## src/design/akr_pkg.sv

```systemverilog
package akr_pkg;

    localparam int unsigned CountW = 31;
    localparam int unsigned RepW   = 4;

    localparam logic [CountW-1:0] CountMax = {CountW{1'b1}};

    // Speedup schedule: upper bounds of the first four stages.
    localparam logic [CountW-1:0] Stage1Max = CountW'(60);
    localparam logic [CountW-1:0] Stage2Max = CountW'(120);
    localparam logic [CountW-1:0] Stage3Max = CountW'(180);
    localparam logic [CountW-1:0] Stage4Max = CountW'(250);

    // Residue counters for the two periods that are not powers of two.
    localparam logic [3:0] SlowLast = 4'd13;
    localparam logic [3:0] FastLast = 4'd11;

    localparam logic [RepW-1:0] RepNone = RepW'(0);
    localparam logic [RepW-1:0] RepOne  = RepW'(1);
    localparam logic [RepW-1:0] RepBig  = RepW'(10);

    typedef struct packed {
        logic step;       // a beat is taken in this cycle
        logic is_event;   // button event word, otherwise a tick
        logic press;
        logic release_k;
        logic fast;
    } t_key_ctrl;

endpackage

```

## src/design/akr_key.sv

```systemverilog
module akr_key (
    input  logic                         i_clk,
    input  logic                         i_rst_n,
    input  akr_pkg::t_key_ctrl           i_ctrl,
    output logic [akr_pkg::RepW-1:0]     o_repeat
);
    import akr_pkg::*;

    logic              r_held;
    logic [CountW-1:0] r_count;
    logic [3:0]        r_mod14;
    logic [3:0]        r_mod12;

    logic              n_held;
    logic [CountW-1:0] n_count;
    logic [3:0]        n_mod14;
    logic [3:0]        n_mod12;

    logic              sat;
    logic [CountW-1:0] cnt_inc;
    logic [3:0]        m14_inc;
    logic [3:0]        m12_inc;

    // The residues track the count modulo 14 and 12 and freeze with it at saturation.
    always_comb begin
        sat     = (r_count == CountMax);
        cnt_inc = sat ? r_count : r_count + CountW'(1);
        if (sat) begin
            m14_inc = r_mod14;
            m12_inc = r_mod12;
        end else begin
            m14_inc = (r_mod14 == SlowLast) ? 4'd0 : r_mod14 + 4'd1;
            m12_inc = (r_mod12 == FastLast) ? 4'd0 : r_mod12 + 4'd1;
        end
    end

    always_comb begin
        if (!r_held) begin
            o_repeat = RepNone;
        end else if (!i_ctrl.fast) begin
            o_repeat = (m14_inc == 4'd0) ? RepOne : RepNone;
        end else if (cnt_inc <= Stage1Max) begin
            o_repeat = (m12_inc == 4'd0) ? RepOne : RepNone;
        end else if (cnt_inc <= Stage2Max) begin
            o_repeat = (cnt_inc[2:0] == 3'd0) ? RepOne : RepNone;
        end else if (cnt_inc <= Stage3Max) begin
            o_repeat = (cnt_inc[1:0] == 2'd0) ? RepOne : RepNone;
        end else if (cnt_inc <= Stage4Max) begin
            o_repeat = RepOne;
        end else begin
            o_repeat = RepBig;
        end
    end

    always_comb begin
        n_held  = r_held;
        n_count = r_count;
        n_mod14 = r_mod14;
        n_mod12 = r_mod12;
        if (i_ctrl.step) begin
            if (i_ctrl.is_event) begin
                // A release in the same word overrides the press.
                if (i_ctrl.press || i_ctrl.release_k) begin
                    n_held  = !i_ctrl.release_k;
                    n_count = '0;
                    n_mod14 = 4'd0;
                    n_mod12 = 4'd0;
                end
            end else if (r_held) begin
                n_count = cnt_inc;
                n_mod14 = m14_inc;
                n_mod12 = m12_inc;
            end
        end
    end

    always_ff @(posedge i_clk) begin
        if (!i_rst_n) begin
            r_held  <= 1'b0;
            r_count <= '0;
            r_mod14 <= 4'd0;
            r_mod12 <= 4'd0;
        end else begin
            r_held  <= n_held;
            r_count <= n_count;
            r_mod14 <= n_mod14;
            r_mod12 <= n_mod12;
        end
    end

`ifndef SYNTHESIS
    a_idle_zero: assert property (@(posedge i_clk) disable iff (!i_rst_n)
        !r_held |-> (r_count == '0))
        else $error("released key has a nonzero count");
    a_mod14_range: assert property (@(posedge i_clk) disable iff (!i_rst_n)
        r_mod14 <= SlowLast)
        else $error("mod-14 residue out of range");
    a_mod12_range: assert property (@(posedge i_clk) disable iff (!i_rst_n)
        r_mod12 <= FastLast)
        else $error("mod-12 residue out of range");
    a_zero_residue: assert property (@(posedge i_clk) disable iff (!i_rst_n)
        (r_count == '0) |-> (r_mod14 == 4'd0 && r_mod12 == 4'd0))
        else $error("residues disagree with a cleared count");
`endif

endmodule

```

## src/design/accelerating_key_repeat_top.sv

```systemverilog
// The result of an accepted beat is registered and appears on the output in the next cycle.
// Throughput: one beat per cycle while the output is read; the key state updates at the
// accepting edge, so ticks and events may follow each other in consecutive cycles.
// The output register frees as it is read, so input ready follows output ready when full.
// Synchronous active-low reset releases both keys, clears their counters and empties the output.
module accelerating_key_repeat_top (
    input  logic                     i_clk,
    input  logic                     i_rst_n,
    input  logic                     i_in_valid,
    output logic                     o_in_ready,
    input  logic                     i_action,
    input  logic                     i_up_push,
    input  logic                     i_up_lift,
    input  logic                     i_dn_push,
    input  logic                     i_dn_lift,
    input  logic                     i_speedup,
    output logic                     o_out_valid,
    input  logic                     i_out_ready,
    output logic [akr_pkg::RepW-1:0] o_up_repeat,
    output logic [akr_pkg::RepW-1:0] o_down_repeat
);
    import akr_pkg::*;

    logic            accept;
    t_key_ctrl       up_ctrl;
    t_key_ctrl       down_ctrl;
    logic [RepW-1:0] up_rep;
    logic [RepW-1:0] down_rep;

    logic            r_out_valid;
    logic            n_out_valid;
    logic [RepW-1:0] r_up_rep;
    logic [RepW-1:0] r_down_rep;

    assign o_in_ready = !r_out_valid || i_out_ready;
    assign accept     = i_in_valid && o_in_ready;

    always_comb begin
        up_ctrl.step        = accept;
        up_ctrl.is_event    = i_action;
        up_ctrl.press       = i_up_push;
        up_ctrl.release_k   = i_up_lift;
        up_ctrl.fast        = i_speedup;
        down_ctrl.step      = accept;
        down_ctrl.is_event  = i_action;
        down_ctrl.press     = i_dn_push;
        down_ctrl.release_k = i_dn_lift;
        down_ctrl.fast      = i_speedup;
    end

    akr_key u_up (
        .i_clk    (i_clk),
        .i_rst_n  (i_rst_n),
        .i_ctrl   (up_ctrl),
        .o_repeat (up_rep)
    );

    akr_key u_down (
        .i_clk    (i_clk),
        .i_rst_n  (i_rst_n),
        .i_ctrl   (down_ctrl),
        .o_repeat (down_rep)
    );

    always_comb begin
        n_out_valid = r_out_valid;
        if (accept) begin
            n_out_valid = 1'b1;
        end else if (i_out_ready) begin
            n_out_valid = 1'b0;
        end
    end

    always_ff @(posedge i_clk) begin
        if (!i_rst_n) begin
            r_out_valid <= 1'b0;
        end else begin
            r_out_valid <= n_out_valid;
        end
    end

    // An event word always reports no repeat for either key.
    always_ff @(posedge i_clk) begin
        if (accept) begin
            r_up_rep   <= i_action ? RepNone : up_rep;
            r_down_rep <= i_action ? RepNone : down_rep;
        end
    end

    assign o_out_valid   = r_out_valid;
    assign o_up_repeat   = r_up_rep;
    assign o_down_repeat = r_down_rep;

`ifndef SYNTHESIS
    a_up_values: assert property (@(posedge i_clk) disable iff (!i_rst_n)
        o_out_valid |-> (o_up_repeat == RepNone || o_up_repeat == RepOne
                         || o_up_repeat == RepBig))
        else $error("up repeat has an illegal value");
    a_down_values: assert property (@(posedge i_clk) disable iff (!i_rst_n)
        o_out_valid |-> (o_down_repeat == RepNone || o_down_repeat == RepOne
                         || o_down_repeat == RepBig))
        else $error("down repeat has an illegal value");
    a_valid_source: assert property (@(posedge i_clk) disable iff (!i_rst_n)
        $rose(o_out_valid) |-> $past(i_in_valid))
        else $error("result beat without an input beat");
`endif

endmodule

```

## config.mk

```make
export PLATFORM = sky130hd
export DESIGN_NAME = accelerating_key_repeat_top
export DESIGN_NICKNAME = d
export VERILOG_FILES = /design/src/design/akr_pkg.sv /design/src/design/akr_key.sv /design/src/design/accelerating_key_repeat_top.sv
export SDC_FILE = /design/constraint.sdc
export NUM_CORES = 1
export LEC_CHECK = 0
export ABC_CLOCK_PERIOD_IN_PS = 3750
export BUFFER_PORTS_ARGS = -buffer_cell sky130_fd_sc_hd__buf_4
export CAP_MARGIN = 20
export CORE_ASPECT_RATIO = 1.2
export CORE_MARGIN = 2
export CORE_UTILIZATION = 30
export DETAILED_ROUTE_END_ITERATION = 7
export GPL_ROUTABILITY_DRIVEN = 0
export SYNTH_ARGS = -nofsm -noshare
export SYNTH_HDL_FRONTEND = slang
export SYNTH_HIERARCHICAL = 1
export SYNTH_SLANG_ARGS = --single-unit
```

## constraint.sdc

```tcl
create_clock -name i_clk -period 3.75 [get_ports i_clk]
set_clock_uncertainty 0.1 [all_clocks]
set_input_delay 0.1875 -clock i_clk [delete_from_list [all_inputs] [get_ports i_clk]]
set_output_delay 0.1875 -clock i_clk [all_outputs]
set_load 0.01 [all_outputs]
```

==> flow_summary.json <==
{
  "ys_warn_count": 6,
  "hold_depth": 3,
  "h-tree-depth": 3,
  "report.final.slew_viol_count": 0,
  "cts_buffers": 9,
  "vias": 6556,
  "grt_pass1_wl_microns": 31220,
  "route.detailed.drc": 0,
  "dp_hpwl_microns": 12810,
  "synth_seq_area_share": 0.2814,
  "vias_per_cell": 5.771,
  "antenna_cells": 0,
  "cp.required_ns": 3.74,
  "core_area_sq_um": 21700,
  "startpoint_type": "flip-flop",
  "switchingPower_mw": 0.4707,
  "end_kind": "flip-flop",
  "drv_cap": 0,
  "grt.met1_usage": 0.2062,
  "synth.distinct_cells": 73,
  "io_buffers": 19,
  "path_max_fanout": 11,
  "grt_pass1_vias": 6132,
  "ff2ff_path_depth": 11,
  "critPathSlowestCell": "dfxtp_1",
  "synthArstFlopShare": 0,
  "hold_viol": 0,
  "fin_setup_tns_ns": 0,
  "p_sw_frac": 0.2324,
  "p_leak_nw": 2.318,
  "fmax_mhz": 298.7,
  "min_period_over_period": 0.8929,
  "maxSlewHeadroom": 0.2897,
  "synthesis.nets": 895,
  "use_met3": 0.01811,
  "initial_core_util": 0.3049,
  "r2r_end": "o_up_repeat[1]$_SDFFCE_PP0P_",
  "final_util": 0.3310,
  "die_h_microns": 166.7,
  "max_stage_delay_ns": 0.55,
  "synthFlopType": "dfxtp_1",
  "gr-total-overflow": 0,
  "root_buffer": "clkbuf_16",
  "clk_pin_slew_ns": 0.07,
  "cp_data_arrival_time_ns": 3.34,
  "drt_iter0_drc": 446,
  "setup_violations": 0,
  "synthToLayoutAreaGrowth_pct": 8.585,
  "grt_max_degree": 38,
  "crit_type": "reg -> reg",
  "power_density_nw_per_um2": 282.0,
  "busiest_layer": "met2",
  "drive_gt1_frac": 0.1160,
  "cts_tree": "built",
  "p_comb_frac": 0.054,
  "fin_crit_ns": 3.348,
  "clkLatencyLatePin_ns": 0.34,
  "synth_seq_cells": 89,
  "synth_enable_flop_cells": 8,
  "min_from": "i_out_ready",
  "tightestPinTransition_ns": 1.061,
  "die-area_sq_um": 23260,
  "p_int_mw": 1.555,
  "num_io_pins": 20,
  "grt_usage": 0.1586,
  "path_common_cell": "and3_1",
  "fp.dieW_microns": 139.6,
  "peakVddDrop_uv": 222.9,
  "dpl-instance-area_sq_um": 6849,
  "holdCritPathClass": "in -> reg",
  "status": "completed",
  "first_pass_iters": 5,
  "postLayoutCellArea_sq_um": 7184,
  "antenna_found_initial": 0,
  "pwr-share-seq": 0.480,
  "syn_area_per_cell_sq_um": 7.510,
  "wl_microns": 18530,
  "final_nets": 872,
  "total_power_mw": 2.026,
  "synthCells": 881,
  "min_delay_worst_endpoint": "o_out_valid$_SDFFE_PN0P_",
  "cts_buffer_depth": 2,
  "grtUsageMet2": 0.2728,
  "routedWlPerCell_microns": 16.31,
  "crit_chain": "ha_1 -> buf_4 -> and3_1 -> nand2_1 -> nor4_1 -> xnor2_1 -> o21ai_0 -> nor4b_2 -> nand3_1 -> and3_1 -> nor2b_1",
  "clockPowerShare": 0.466,
  "rsz0062_at_grt": "false",
  "cts.repair.resized": 0,
  "synth.cell_area_sq_um": 6616,
  "rows": 59,
  "fill_cells": 2334,
  "regToRegStartpoint": "u_up/r_count[0]$_SDFFE_PN0P_",
  "r2r_setup_slack_ns": 0.40,
  "ant_nets": 0,
  "clkSinkCount": 89
}
[worst max-delay path, delay by kind of cell, from the launching register on]
kind	cells	cell delay [ns]
buffers and inverters	1	0.16
XOR/XNOR	1	0.17
AO/OA/AOI/OAI	1	0.16
adder cells (fa/ha/maj)	1	0.25
flip-flops	1	0.55
AND/OR/NAND/NOR	7	1.70
[cell type report]
type                       instances  area [sq um]  share of cell area
clock buffer                      11         254.0             0.03535
clock inverter                     4         51.30            0.007140
inverter                          15         56.30            0.007837
multi-input combinational        701          4295              0.5979
sequential                        89          1862              0.2591
tap                              274         342.8             0.04772
timing repair buffer              42         322.8             0.04493
[sequential cells by signal (all words and copies together) (netlist names), 4 cells and up]
| signal | cells |
|---|---|
| u_up/r_mod12 | 4 |
| u_up/r_count | 31 |
| u_down/r_count | 31 |
| o_up_repeat | 4 |
| o_down_repeat | 4 |
| u_up/r_mod14 | 4 |
| u_down/r_mod12 | 4 |
| u_down/r_mod14 | 4 |
[power by group through the flow]
| stage | clock, mW | combinational (mW) | sequential, mW |
|---|---|---|---|
| 3_3_place_gp | 0 | 0.107 | 0.993 |
| 2_1_floorplan | 0 | 0.0593 | 0.994 |
| 3_5_place_dp | 0 | 0.107 | 0.993 |
| 5_1_grt | 0.999 | 0.121 | 0.972 |
| 6_report | 0.944 | 0.110 | 0.972 |
| 4_1_cts | 0.970 | 0.110 | 0.972 |
[cells in the final DEF (no fill, tap or decap), drive strengths merged, types with 3 or more instances in the layout]
cell type and count:
dfxtp 81, and4 10, a21oi 72, o211ai 6, o21ai 70, nand3b 10, nor3 36, a41oi 8
edfxtp 8, a22oi 12, mux2i 4, nand2b 5, a21o 6, and2 15, nor4 14, a211oi 6
a31oi 22, and3 18, xor2 4, nor2b 12, dlygate4sd3 3, o211a 8, nand3 32, clkbuf 11
a311oi 20, o2111ai 6, ha 4, o31ai 4, nand4 40, inv 15, o31a 4, or3 4
xnor2 20, buf 39, nor2 120, nand2 70
[cells in the mapped netlist (4+ instances only)]
cell type | n | area [sq um]
a21o_1 | 6 | 45.04
and4_4 | 4 | 45.04
buf_2 | 20 | 100.1
ha_1 | 4 | 50.05
nand2_1 | 70 | 262.8
and3_1 | 18 | 112.6
buf_4 | 10 | 75.07
a22oi_1 | 12 | 90.09
o31ai_1 | 4 | 30.03
a31oi_1 | 22 | 137.6
nor2b_1 | 12 | 75.07
nor3_2 | 4 | 40.04
o211ai_1 | 6 | 45.04
a41oi_1 | 8 | 70.07
a211oi_1 | 6 | 45.04
xnor2_1 | 20 | 175.2
inv_1 | 13 | 48.80
a311oi_1 | 20 | 175.2
buf_1 | 4 | 15.01
nor4_1 | 10 | 62.56
clkbuf_1 | 34 | 127.6
a21oi_1 | 72 | 360.4
edfxtp_1 | 8 | 240.2
nand4_1 | 38 | 237.7
o2111ai_1 | 4 | 35.03
buf_6 | 8 | 90.09
o21ai_0 | 68 | 340.3
and2_1 | 12 | 75.07
xor2_1 | 4 | 35.03
o31a_1 | 4 | 35.03
nor2_1 | 118 | 442.9
dfxtp_1 | 81 | 1622
nand3b_1 | 10 | 75.07
nand2b_1 | 4 | 25.02
and4_1 | 6 | 52.55
nand3_1 | 28 | 140.1
nor3_1 | 32 | 160.2
mux2i_1 | 4 | 40.04
o211a_1 | 8 | 80.08
[how the worst max path moves through the flow]
stage / from / endpoint / slack (ns) / cells after the start
4_1_cts: u_up/r_count[0]$_SDFFE_PN0P_ / o_up_repeat[1]$_SDFFCE_PP0P_ / 0.42 / 11
6_report: u_up/r_count[0]$_SDFFE_PN0P_ / o_up_repeat[1]$_SDFFCE_PP0P_ / 0.40 / 11
5_1_grt: u_down/r_count[0]$_SDFFE_PN0P_ / o_down_repeat[3]$_SDFFCE_PP0P_ / 0.09 / 10
3_3_place_gp: u_down/r_count[0]$_SDFFE_PN0P_ / o_down_repeat[3]$_SDFFCE_PP0P_ / 0.51 / 11
2_1_floorplan: u_down/r_count[1]$_SDFFE_PN0P_ / o_down_repeat[3]$_SDFFCE_PP0P_ / 0.64 / 12
3_5_place_dp: u_up/r_count[0]$_SDFFE_PN0P_ / o_up_repeat[3]$_SDFFCE_PP0P_ / 0.46 / 10
[layer usage]
layer,up-vias,wire [microns]
met5,-,0
met4,0,415
met3,34,788
met2,178,8983
met1,3114,8342
li1,3230,-
[what timing repair did]
action / in CTS / in global routing
setup buffers: 0 / 0
endpoints found under the hold margin: 3 / 0
hold buffers: 3 / 0
[through the flow]
stage               setup slack [ns]  cells  hold slack, ns
global route                 0.08667   1136         0.03020
detailed placement            0.4560   1118          0.3010
global placement              0.5116   1118          0.2965
floorplan                     0.6378    881          0.2031
CTS                           0.4214   1136         0.02663
finish                        0.4016   1136         0.03743
[logic make-up after synthesis]
kind of cell | synth area share
AO/OA/AOI/OAI | 0.2619
XOR/XNOR | 0.03177
adder cells (fa/ha/maj) | 0.007565
buffers and inverters | 0.07016
flip-flops | 0.2814
multiplexers | 0.009455
other | 0.001135
AND/OR/NAND/NOR | 0.3366
Note: power is estimated with default switching activity, not from simulation.
